[src/rtl/core/crc32tic_pkg.sv]
// shared types, constants and crc function for the crc32 trailer integrity checker
`default_nettype none

package crc32tic_pkg;

  localparam int unsigned TRAILER_BYTES = 24;
  localparam int unsigned WIN_W         = TRAILER_BYTES * 8;
  localparam int unsigned CNT_W         = $clog2(TRAILER_BYTES + 1);
  localparam int unsigned OUT_TDATA_W   = 40;

  localparam logic [31:0] CRC_POLY      = 32'hEDB8_8320;
  localparam logic [31:0] CRC_ONES      = 32'hFFFF_FFFF;
  localparam logic [31:0] TRAILER_MAGIC = 32'h4352_4332;

  // trailer byte offsets, little endian words
  localparam int unsigned OFF_ADDR     = TRAILER_BYTES - 24;
  localparam int unsigned OFF_SIZE     = TRAILER_BYTES - 16;
  localparam int unsigned OFF_REGION   = TRAILER_BYTES - 12;
  localparam int unsigned OFF_PAYLOAD  = TRAILER_BYTES - 8;
  localparam int unsigned OFF_MAGIC    = TRAILER_BYTES - 4;

  localparam logic [CNT_W-1:0] CNT_FULL = CNT_W'(TRAILER_BYTES);

  typedef enum logic [2:0] {
    CAUSE_TOO_SHORT    = 3'd0,
    CAUSE_NO_MAGIC     = 3'd1,
    CAUSE_PAYLOAD_BAD  = 3'd2,
    CAUSE_REGION_BAD   = 3'd3,
    CAUSE_ALL_OK       = 3'd4,
    CAUSE_OK_NO_REGION = 3'd5
  } cause_e;

  typedef enum logic [1:0] {
    PHASE_BUFFER = 2'd0,
    PHASE_REGION = 2'd1
  } phase_e;

  typedef enum logic {
    SRC_BUFFER = 1'b0,
    SRC_REGION = 1'b1
  } source_e;

  typedef logic [WIN_W-1:0] window_t;

  typedef struct packed {
    source_e    source;
    logic [7:0] data_byte;
    logic       last;
  } item_t;

  typedef struct packed {
    logic        accept;
    cause_e      cause;
    logic [31:0] computed_crc;
  } result_t;

  // reflected crc-32, one byte, bitwise
  function automatic logic [31:0] crc_byte(input logic [31:0] crc, input logic [7:0] b);
    logic [31:0] c;
    c = crc ^ {24'd0, b};
    for (int k = 0; k < 8; k++) begin
      c = c[0] ? (CRC_POLY ^ (c >> 1)) : (c >> 1);
    end
    return c;
  endfunction

endpackage

`default_nettype wire

[src/rtl/core/crc32_trailer_integrity_checker_core.sv]
// top level of the crc32 trailer integrity checker
// usage:
//   s_axis carries one byte per request: tdata = data byte, tuser = source
//   (0 buffer, 1 region), tlast = final byte of the buffer (ignored for region)
//   the last 24 buffer bytes are the trailer; bytes leaving the 24-byte window
//   feed a reflected crc-32. at the buffer's last byte the block decides, or,
//   if the trailer names a region, waits for that many region bytes first
//   m_axis carries a decision: tdata[0] accept, [3:1] cause, [35:4] crc
//   throughput: one byte per cycle unless m_axis stalls, set by the single crc
//   byte unit and the window shift between the input and result registers
//   a decision goes from the input register through the engine into the result
//   register and is held on m_axis until the receiver takes it
//   bytes that cause no decision produce nothing on m_axis
//   when m_axis stalls, the engine holds while a decision is pending, the
//   input register fills and then s_axis_tready drops
//   reset clears both stage valids, the fill count, the crc and the phase;
//   the block is ready for a new buffer as soon as reset is released
`default_nettype none

module crc32_trailer_integrity_checker_core (
  input  wire         clk_i,
  input  wire         rst_ni,
  input  wire         s_axis_tvalid,
  output logic        s_axis_tready,
  input  wire  [7:0]  s_axis_tdata,   // [7:0] data_byte
  input  wire         s_axis_tuser,   // [0] source
  input  wire         s_axis_tlast,
  output logic        m_axis_tvalid,
  input  wire         m_axis_tready,
  output logic [39:0] m_axis_tdata    // [0] accept, [3:1] cause, [35:4] computed_crc, [39:36] 0
);

  crc32tic_pkg::item_t   in_item, stage_item;
  crc32tic_pkg::result_t eng_res, out_res;
  logic                  stage_valid;
  logic                  fire;
  logic                  res_valid;

  assign in_item.source    = crc32tic_pkg::source_e'(s_axis_tuser);
  assign in_item.data_byte = s_axis_tdata;
  assign in_item.last      = s_axis_tlast;

  // engine advances whenever the result slot is free or being emptied
  assign fire = stage_valid && (!m_axis_tvalid || m_axis_tready);

  crc32tic_in_stage u_in_stage (
    .clk_i    (clk_i),
    .rst_ni   (rst_ni),
    .tvalid_i (s_axis_tvalid),
    .tready_o (s_axis_tready),
    .item_i   (in_item),
    .fire_i   (fire),
    .valid_o  (stage_valid),
    .item_o   (stage_item)
  );

  crc32tic_engine u_engine (
    .clk_i       (clk_i),
    .rst_ni      (rst_ni),
    .fire_i      (fire),
    .item_i      (stage_item),
    .res_valid_o (res_valid),
    .res_o       (eng_res)
  );

  crc32tic_out_stage u_out_stage (
    .clk_i    (clk_i),
    .rst_ni   (rst_ni),
    .load_i   (res_valid),
    .res_i    (eng_res),
    .tready_i (m_axis_tready),
    .tvalid_o (m_axis_tvalid),
    .res_o    (out_res)
  );

  assign m_axis_tdata = {4'd0, out_res.computed_crc, out_res.cause, out_res.accept};

  a_no_overwrite: assert property (@(posedge clk_i) disable iff (!rst_ni)
    res_valid |-> (!m_axis_tvalid || m_axis_tready))
    else $error("decision would overwrite a pending result");

endmodule

`default_nettype wire

[src/rtl/core/crc32tic_in_stage.sv]
// input register stage holding one request for the check engine
`default_nettype none

module crc32tic_in_stage (
  input  wire                 clk_i,
  input  wire                 rst_ni,
  input  wire                 tvalid_i,
  output logic                tready_o,
  input  crc32tic_pkg::item_t item_i,
  input  wire                 fire_i,
  output logic                valid_o,
  output crc32tic_pkg::item_t item_o
);

  logic                valid_q, valid_d;
  crc32tic_pkg::item_t item_q;
  logic                take;

  assign tready_o = !valid_q || fire_i;
  assign take     = tvalid_i && tready_o;
  assign valid_d  = take || (valid_q && !fire_i);

  always_ff @(posedge clk_i or negedge rst_ni) begin
    if (!rst_ni) begin
      valid_q <= 1'b0;
    end else begin
      valid_q <= valid_d;
    end
  end

  always_ff @(posedge clk_i) begin
    if (take) begin
      item_q <= item_i;
    end
  end

  assign valid_o = valid_q;
  assign item_o  = item_q;

endmodule

`default_nettype wire

[src/rtl/core/crc32tic_engine.sv]
// trailer window, running crc and decision logic, one byte per cycle while fire_i is high
`default_nettype none

module crc32tic_engine (
  input  wire                   clk_i,
  input  wire                   rst_ni,
  input  wire                   fire_i,
  input  crc32tic_pkg::item_t   item_i,
  output logic                  res_valid_o,
  output crc32tic_pkg::result_t res_o
);

  crc32tic_pkg::window_t            win_q, win_d;
  logic [crc32tic_pkg::CNT_W-1:0]   cnt_q, cnt_d;
  logic [31:0]                      crc_q, crc_d;
  crc32tic_pkg::phase_e             phase_q, phase_d;
  logic [31:0]                      rem_q, rem_d;
  logic [31:0]                      exp_q, exp_d;

  logic        full;
  logic [7:0]  crc_in_byte;
  logic [31:0] crc_new;
  logic [31:0] crc_fin;
  logic [31:0] w_magic, w_payload, w_region, w_size;
  logic        addr_zero;
  logic [31:0] pay_fin;

  assign full        = (cnt_q == crc32tic_pkg::CNT_FULL);
  // one crc unit: region byte in region phase, oldest window byte otherwise
  assign crc_in_byte = (phase_q == crc32tic_pkg::PHASE_REGION) ? item_i.data_byte : win_q[7:0];
  assign crc_new     = crc32tic_pkg::crc_byte(crc_q, crc_in_byte);
  assign crc_fin     = crc_new ^ crc32tic_pkg::CRC_ONES;

  always_comb begin
    if (full) begin
      win_d = {item_i.data_byte, win_q[crc32tic_pkg::WIN_W-1:8]};
    end else begin
      win_d = win_q;
      for (int i = 0; i < crc32tic_pkg::TRAILER_BYTES; i++) begin
        if (cnt_q == crc32tic_pkg::CNT_W'(i)) begin
          win_d[i*8 +: 8] = item_i.data_byte;
        end
      end
    end
  end

  assign w_magic   = win_d[crc32tic_pkg::OFF_MAGIC*8   +: 32];
  assign w_payload = win_d[crc32tic_pkg::OFF_PAYLOAD*8 +: 32];
  assign w_region  = win_d[crc32tic_pkg::OFF_REGION*8  +: 32];
  assign w_size    = win_d[crc32tic_pkg::OFF_SIZE*8    +: 32];
  assign addr_zero = (win_d[crc32tic_pkg::OFF_ADDR*8 +: 64] == 64'd0);

  assign pay_fin = (full ? crc_new : crc_q) ^ crc32tic_pkg::CRC_ONES;

  always_comb begin
    logic emit;
    emit         = 1'b0;
    cnt_d        = cnt_q;
    crc_d        = crc_q;
    phase_d      = phase_q;
    rem_d        = rem_q;
    exp_d        = exp_q;
    res_o        = '0;
    if (fire_i) begin
      if (phase_q == crc32tic_pkg::PHASE_REGION) begin
        if (item_i.source == crc32tic_pkg::SRC_REGION) begin
          crc_d = crc_new;
          rem_d = rem_q - 32'd1;
          if (rem_q == 32'd1) begin
            emit               = 1'b1;
            res_o.computed_crc = crc_fin;
            if (crc_fin != exp_q) begin
              res_o.accept = 1'b0;
              res_o.cause  = crc32tic_pkg::CAUSE_REGION_BAD;
            end else begin
              res_o.accept = 1'b1;
              res_o.cause  = crc32tic_pkg::CAUSE_ALL_OK;
            end
          end
        end
      end else if (item_i.source == crc32tic_pkg::SRC_BUFFER) begin
        if (full) begin
          crc_d = crc_new;
        end else begin
          cnt_d = cnt_q + 1'b1;
        end
        if (item_i.last) begin
          priority if (cnt_d != crc32tic_pkg::CNT_FULL) begin
            emit         = 1'b1;
            res_o.accept = 1'b1;
            res_o.cause  = crc32tic_pkg::CAUSE_TOO_SHORT;
          end else if (w_magic != crc32tic_pkg::TRAILER_MAGIC) begin
            emit         = 1'b1;
            res_o.accept = 1'b1;
            res_o.cause  = crc32tic_pkg::CAUSE_NO_MAGIC;
          end else if (pay_fin != w_payload) begin
            emit               = 1'b1;
            res_o.accept       = 1'b0;
            res_o.cause        = crc32tic_pkg::CAUSE_PAYLOAD_BAD;
            res_o.computed_crc = pay_fin;
          end else if (addr_zero || (w_size == 32'd0)) begin
            emit               = 1'b1;
            res_o.accept       = 1'b1;
            res_o.cause        = crc32tic_pkg::CAUSE_OK_NO_REGION;
            res_o.computed_crc = pay_fin;
          end else begin
            cnt_d   = '0;
            crc_d   = crc32tic_pkg::CRC_ONES;
            phase_d = crc32tic_pkg::PHASE_REGION;
            rem_d   = w_size;
            exp_d   = w_region;
          end
        end
      end
    end
    if (emit) begin
      cnt_d   = '0;
      crc_d   = crc32tic_pkg::CRC_ONES;
      phase_d = crc32tic_pkg::PHASE_BUFFER;
    end
    res_valid_o = emit;
  end

  always_ff @(posedge clk_i or negedge rst_ni) begin
    if (!rst_ni) begin
      cnt_q   <= '0;
      crc_q   <= crc32tic_pkg::CRC_ONES;
      phase_q <= crc32tic_pkg::PHASE_BUFFER;
      rem_q   <= '0;
      exp_q   <= '0;
    end else begin
      cnt_q   <= cnt_d;
      crc_q   <= crc_d;
      phase_q <= phase_d;
      rem_q   <= rem_d;
      exp_q   <= exp_d;
    end
  end

  // window bytes are only read once the fill count covers them
  always_ff @(posedge clk_i) begin
    if (fire_i && (phase_q == crc32tic_pkg::PHASE_BUFFER) &&
        (item_i.source == crc32tic_pkg::SRC_BUFFER)) begin
      win_q <= win_d;
    end
  end

  a_cnt_range: assert property (@(posedge clk_i) disable iff (!rst_ni)
    cnt_q <= crc32tic_pkg::CNT_FULL)
    else $error("window fill count past trailer size");

  a_region_nonzero: assert property (@(posedge clk_i) disable iff (!rst_ni)
    (phase_q == crc32tic_pkg::PHASE_REGION) |-> (rem_q != 32'd0) && (cnt_q == '0))
    else $error("region phase with nothing left to take");

  a_clear_after_result: assert property (@(posedge clk_i) disable iff (!rst_ni)
    res_valid_o |=> (cnt_q == '0) && (crc_q == crc32tic_pkg::CRC_ONES) &&
                    (phase_q == crc32tic_pkg::PHASE_BUFFER))
    else $error("buffer state not cleared after a decision");

  a_result_needs_fire: assert property (@(posedge clk_i) disable iff (!rst_ni)
    res_valid_o |-> fire_i)
    else $error("result without a request");

endmodule

`default_nettype wire

[src/rtl/core/crc32tic_out_stage.sv]
// result register holding one decision until the receiver takes it
`default_nettype none

module crc32tic_out_stage (
  input  wire                   clk_i,
  input  wire                   rst_ni,
  input  wire                   load_i,
  input  crc32tic_pkg::result_t res_i,
  input  wire                   tready_i,
  output logic                  tvalid_o,
  output crc32tic_pkg::result_t res_o
);

  logic                  valid_q, valid_d;
  crc32tic_pkg::result_t res_q;

  assign valid_d = load_i || (valid_q && !tready_i);

  always_ff @(posedge clk_i or negedge rst_ni) begin
    if (!rst_ni) begin
      valid_q <= 1'b0;
    end else begin
      valid_q <= valid_d;
    end
  end

  always_ff @(posedge clk_i) begin
    if (load_i) begin
      res_q <= res_i;
    end
  end

  assign tvalid_o = valid_q;
  assign res_o    = res_q;

endmodule

`default_nettype wire

[config.mk]
export PLATFORM = sky130hd
export DESIGN_NAME = crc32_trailer_integrity_checker_core
export DESIGN_NICKNAME = d
export VERILOG_FILES = /design/src/rtl/core/crc32tic_pkg.sv /design/src/rtl/core/crc32_trailer_integrity_checker_core.sv /design/src/rtl/core/crc32tic_in_stage.sv /design/src/rtl/core/crc32tic_engine.sv /design/src/rtl/core/crc32tic_out_stage.sv
export SDC_FILE = /design/constraint.sdc
export NUM_CORES = 1
export LEC_CHECK = 0
export BUFFER_PORTS_ARGS = -buffer_cell sky130_fd_sc_hd__buf_2
export CORE_ASPECT_RATIO = 0.9
export CORE_UTILIZATION = 53
export DETAILED_ROUTE_END_ITERATION = 7
export GPL_TIMING_DRIVEN = 1
export PLACE_DENSITY = 0.72
export SYNTH_ARGS = -nofsm -noshare
export SYNTH_HDL_FRONTEND = slang
export SYNTH_SLANG_ARGS = --single-unit
[constraint.sdc]
create_clock -name clk_i -period 5.3 [get_ports clk_i]
set_input_delay 0.53 -clock clk_i [delete_from_list [all_inputs] [get_ports clk_i]]
set_output_delay 0.53 -clock clk_i [all_outputs]
set_load 0.05 [all_outputs]
======== Word level (Yosys, flattened, before mapping) ========
Index checks and enable logic that the tools add are counted.
word-level totals
  output and inout port bits .............. 42
  register bits ........................... 343
  word-level logic and storage cells ...... 201
cells by class
  bitwise logic cells ..................... 17
  $add $sub $neg .......................... 2
  reductions and logical operators ........ 27
  equality and inequality tests ........... 44
  mux-type cells .......................... 97
operators with widths
  kind                                                   count
  two-way mux 32 bit                                     29
  two-way mux 36 bit                                     7
  two-way mux 8 bit                                      25
  two-way mux 192 bit                                    1
  NOT 13 -> 14 bit                                       8
  two-way mux 5 bit                                      13
  logical NOT 64 bit                                     1
  != test 32 bit                                         2
  NOT 32 bit                                             2
  equality test 5 bit (second input constant)            9
  equality test 5 x 4 -> 1 bit (second input constant)   8
  equality test 32 x 1 -> 1 bit (second input constant)  1
  logical NOT 32 bit                                     1
  != test 32 x 31 -> 1 bit (second input constant)       1
  subtractor 32 x 1 -> 32 bit (second input constant)    1
  XOR 32 x 8 -> 32 bit                                   1
  AND reduction 8 bit                                    3
  equality test 5 x 3 -> 1 bit (second input constant)   4
  two-way mux 2 bit                                      9
  != test 2 x 1 -> 1 bit (second input constant)         7
  two-way mux 4 bit                                      3
  equality test 5 x 2 -> 1 bit (second input constant)   2
  two-way mux 1 bit                                      10
  != test 2 bit (second input constant)                  5
  other kinds (14)                                       34

======== Logic depth before layout (Yosys ltp) ========
  depth in word-level cells ............... 31
  mapped depth ............................ 21

======== Cells and area by module ========
Synthesis repeated with hierarchy kept, for this count alone.
second synthesis, totals
  cell total of the unflattened synthesis .. 2063
  area total of the unflattened synthesis .. 20926.3 um^2
by module, submodules not included
  module                                times used  area an instance (um^2)  cells an instance
  crc32tic_engine                       1           19409.9                  2003
  crc32tic_out_stage                    1           1117.3                   39
  crc32tic_in_stage                     1           354.1                    14
  crc32_trailer_integrity_checker_core  1           45.0                     7

======== Worst setup path after synthesis ========
No wires, ideal clock.
  path type ............................... flip-flop to flip-flop
  from .................................... register u_out_stage.valid_q, in the netlist u_out_stage.tvalid_o
  to ...................................... register u_engine.cnt_q[2] in the netlist's numbering
  arrival time ............................ 5.635 ns
  clock period less this slack ............ 5.757 ns
  setup time .............................. 0.122 ns
  path slack .............................. -0.457 ns
  cell stages (with the launch flop) ...... 8
  cells stage by stage .................... dfrtp_1 nand2b_1 and2_1 clkbuf_1 nand2_1 inv_1 a31oi_1 and2_1
between the ends
  cells in the longest elaborated chain, start to end .. 6
ends and longest elaborated chain
  element                                                                               line                                        RTL
  start, declared                                                                       crc32tic_out_stage.sv:14                    logic valid_q, valid_d;
  start signal, assigned                                                                crc32tic_out_stage.sv:23                    valid_q <= valid_d;
  logical NOT 1 bit *                                                                   crc32_trailer_integrity_checker_core.sv:44  assign fire = stage_valid && (!m_axis_tvalid || m_axis_tready);
  logical OR 1 bit *                                                                    crc32_trailer_integrity_checker_core.sv:44
  logical AND 1 bit *                                                                   crc32_trailer_integrity_checker_core.sv:44
  two-way mux 1 bit                                                                     crc32tic_engine.sv:64                       if (fire_i) begin
  != test 2 x 1 -> 1 bit (no source line) / nonzero test 2 bit (equally long branches)  n/a
  AND reduction 3 bit (no source line)                                                  n/a
  end signal, assigned                                                                  crc32tic_engine.sv:132                      cnt_q <= cnt_d;
  end, declared                                                                         crc32tic_engine.sv:14                       logic [crc32tic_pkg::CNT_W-1:0] cnt_q, cnt_d;
Every way passes the cells marked *; elsewhere a longest branch is shown, timed or not.
A chain may end at the register's enable or synchronous reset.

======== Worst setup path after layout ========
  from .................................... register u_engine.cnt_q[0] in the netlist's numbering
  to ...................................... register u_out_stage.res_q (netlist bit u_out_stage.res_o[16]) (data pin)
between the ends
  cells in the longest elaborated chain, start to end .. 12
ends and longest elaborated chain
  element                                                          line                                           RTL
  equality test 5 x 1 -> 1 bit (tied with other cells)             crc32tic_engine.sv:40                          if (cnt_q == crc32tic_pkg::CNT_W'(i)) begin
  two-way mux 8 bit                                                crc32tic_engine.sv:40
  two-way mux 192 bit                                              crc32tic_engine.sv:35                          if (full) begin
  logical NOT 64 bit / logical NOT 32 bit (equally long branches)  crc32tic_engine.sv:51, crc32tic_engine.sv:101
  logical OR 1 bit                                                 crc32tic_engine.sv:101                         end else if (addr_zero || (w_size == 32'd0)) begin
  two-way mux 36 bit                                               crc32tic_engine.sv:101
  two-way mux 36 bit                                               crc32tic_engine.sv:96                          end else if (pay_fin != w_payload) begin
  two-way mux 32 bit                                               crc32tic_engine.sv:92                          end else if (w_magic != crc32tic_pkg::TRAILER_MAGIC) begin
  two-way mux 32 bit *                                             crc32tic_engine.sv:88                          priority if (cnt_d != crc32tic_pkg::CNT_FULL) begin
  two-way mux 36 bit *                                             crc32tic_engine.sv:87                          if (item_i.last) begin
  two-way mux 36 bit *                                             crc32tic_engine.sv:81                          end else if (item_i.source == crc32tic_pkg::SRC_BUFFER) begin
  two-way mux 36 bit *                                             crc32tic_engine.sv:65                          if (phase_q == crc32tic_pkg::PHASE_REGION) begin
  end signal, assigned                                             crc32tic_out_stage.sv:29                       res_q <= res_i;
  end, declared                                                    crc32tic_out_stage.sv:15                       crc32tic_pkg::result_t res_q;
Every way passes the cells marked *; elsewhere a longest branch is shown, timed or not. The select of a mux whose other input is x is not followed.

==> impl_metrics.py <==
metrics = {
    "outcome": {
        "status": "finished clean",
    },
    "sta": {
        "slew_violations": 0,
        "hold_ws_ns": 0.103,
        "fin_crit_ns": 5.14,
        "fin_tns_setup_ns": 0,
        "skew_ns": 0.0375,
        "rsz0062_at_grt": "false",
        "setup_violations": 0,
        "hold_viol_final": 0,
        "max_slew.worst_pin.slew_ns": 1.05,
        "post-route-period-util_pct": 96.9,
        "clock.fmax_mhz": 195,
        "slew_headroom_pct": 29.8,
    },
    "synth": {
        "synth_edf_count": 238,
        "ys_ff_latch": 342,
        "synth_cell_types": 92,
        "synthCells": 2101,
        "ys_seq_area_share_pct": 45.5,
        "syn_avg_cell_area_um2": 10.2,
        "ys.flop_type": "edfxtp_1",
        "async_reset_ff_share_pct": 30.4,
        "yosys_warnings": 0,
        "syn-cell-area_mm2": 0.0215,
    },
    "clocking": {
        "clock_sinks": 342,
        "h-tree-depth": 2,
        "clockBufferDepth": 3,
        "cts_setup_buffers": 0,
        "cts_tree": "built",
        "root_buffer": "clkbuf_16",
        "holdBufCountCts": 0,
        "cts_resized": 0,
        "cts.clk_slew.worst_paths_ns": 0.06,
        "clock_latency_ns": 0.61,
        "cts_buffers": 40,
    },
    "global_route": {
        "grt_use_met1_pct": 51.2,
        "grt_pass1_vias": 16744,
        "use_met2_pct": 51.8,
        "grt_pass1_wl_mm": 109,
        "grt_usage_pct": 35.2,
        "grt_overflow": 0,
        "antenna_found_initial": 0,
        "grt.busiest_layer": "met2",
        "grtUsageMet3_pct": 9.15,
        "grt_max_degree": 111,
    },
    "die": {
        "die_w_um": 214,
        "die-area_mm2": 0.0414,
        "pin_count": 56,
        "row_count": 69,
        "fp.dieH_um": 193,
        "start_util_pct": 54.1,
        "core_mm2": 0.0397,
    },
    "worst_setup_path": {
        "worstSetupEndpointType": "flip-flop",
        "crit_type": "reg2reg",
        "arrival_ns": 5.56,
        "startpoint_type": "flip-flop",
        "path_max_fanout": 17,
        "cp.required_ns": 5.72,
    },
    "drt": {
        "vias": 17898,
        "dr.pass1.iters": 7,
        "via_per_inst": 6.65,
        "drc": 0,
        "drtIter0Drc": 2501,
        "drt-total-wl_mm": 72.8,
        "wl_per_cell_um": 27.1,
        "drtAntennaViolNets": 0,
    },
    "power": {
        "power_mw": 11.6,
        "p_leak_nw": 7.98,
        "vdd_ir_drop_max_v": 0.000399,
        "power.density_mw_per_mm2": 489,
    },
    "final_layout": {
        "design_area_mm2": 0.0238,
        "final_layout_size_suffix_gt1_share_pct": 16.0,
        "diodes": 0,
        "fin_nets": 2151,
        "syn2layout_area_growth_pct": 10.9,
        "final_cell_mix": "279 x nand2_1, 238 x edfxtp_1, 153 x nor2_1, 138 x mux2i_1, 133 x o21ai_0",
        "final_common_cell": "nand2_1",
    },
    "place": {
        "place_area_mm2": 0.0226,
        "hpwl_mm": 51.8,
        "routabilityCongestion": 1.01,
        "numPortBuffers": 51,
    },
    "flow_run": {
        "max_cap_violations": 0,
    },
    "min_path": {
        "holdCritPathClass": "in2reg",
    },
}
-- through the flow --
step / util [%] / cells / worst slack, ns
3_5_place_dp: 56.8 / 2618 / 0.374
5_1_grt: 60.0 / 2692 / 0.00142
2_1_floorplan: - / 2104 / 0.400
4_1_cts: 60.0 / 2692 / 0.302
3_3_place_gp: 56.8 / 2618 / 0.348
6_report: 60.0 / 2692 / 0.162
-- Yosys cell counts (34+ instances only) --
| cell type | number | area [um2] |
|---|---|---|
| a21oi_1 | 80 | 400 |
| clkbuf_1 | 110 | 413 |
| o21ai_0 | 133 | 666 |
| nand2_1 | 279 | 1050 |
| nor2_1 | 154 | 578 |
| nor4_1 | 34 | 213 |
| xnor2_1 | 75 | 657 |
| edfxtp_1 | 238 | 7150 |
| inv_1 | 37 | 139 |
| dfrtp_1 | 72 | 1800 |
| nand3_1 | 64 | 320 |
| mux2i_1 | 138 | 1380 |
| nor3_1 | 54 | 270 |
-- routing by layer --
metal	vias up	wire, um
met5	-	0
met4	0	1930
met3	139	8760
met2	1082	31000
met1	8826	31100
li1	7851	-
-- flip-flops by register name, summed over array words and instances, names as in the netlist --
register and cells:
u_engine.cnt_q 5, u_engine.crc_q 32, u_engine.exp_q 32, u_engine.phase_q 1, u_engine.rem_q 32, u_engine.win_q 192, u_in_stage.item_o 10, u_in_stage.valid_o 1
u_out_stage.res_o 36, u_out_stage.tvalid_o 1
-- final timing paths --
kind,end,cells past startpoint,from,slack [ns]
max,u_out_stage.res_o[16]$_SDFFCE_PN0P_,14,u_engine.cnt_q[0]$_DFFE_PN0P_,0.16
min,u_in_stage.item_o[0]$_DFFE_PP_,1,s_axis_tlast,0.10
max reg2reg,u_out_stage.res_o[16]$_SDFFCE_PN0P_,14,u_engine.cnt_q[0]$_DFFE_PN0P_,0.16
min reg2reg,u_engine.rem_q[29]$_DFFE_PN0P_,2,u_engine.rem_q[29]$_DFFE_PN0P_,0.52
max in group asynchronous,u_out_stage.tvalid_o$_DFF_PN0_,2,rst_ni,4.01
min in group asynchronous,u_engine.exp_q[27]$_DFFE_PN0P_,1,rst_ni,0.12
-- where the power goes --
group          leakage [nW]  switching (mW)  internal, mW  total, mW
clock                 0.615            1.17          1.55       2.72
sequential             2.66           0.359          3.08       3.44
combinational          4.70            3.24          2.25       5.49
total                  7.98            4.77          6.87       11.6
-- final cells by class --
class	count	area, um2
multi-input combinational	1562	10900
sequential	342	9790
timing repair buffer	145	1050
fill	3330	15900
clock inverter	14	129
clock buffer	60	1140
inverter	37	143
tap	532	666
-- critical path, cell delays in order, from the launching register on --
cell,delay (ns)
dfrtp_1,0.43
ha_1,0.48
or3b_2,0.49
a21o_1,0.27
a222oi_1,0.43
nand4_1,0.20
a2111o_1,0.45
or4_1,0.49
o31a_1,0.25
nand2_1,0.12
nor2b_1,0.07
nor2_2,0.63
buf_4,0.38
o211ai_1,0.13
a21oi_1,0.15
-- cell families after synthesis --
logic type                 count (synthesis)  share of synthesized area, %
AOI/OAI and AO/OA                        459                          14.3
xor gates and xnor gates                 145                          8.40
adders and majority gates                  9                         0.524
buffers and inverters                    200                          4.06
DFF                                      342                          45.5
muxes                                    191                          10.0
other                                      1                        0.0174
and+or+nand+nor                          754                          17.2
(Power assumes the default switching activity.)
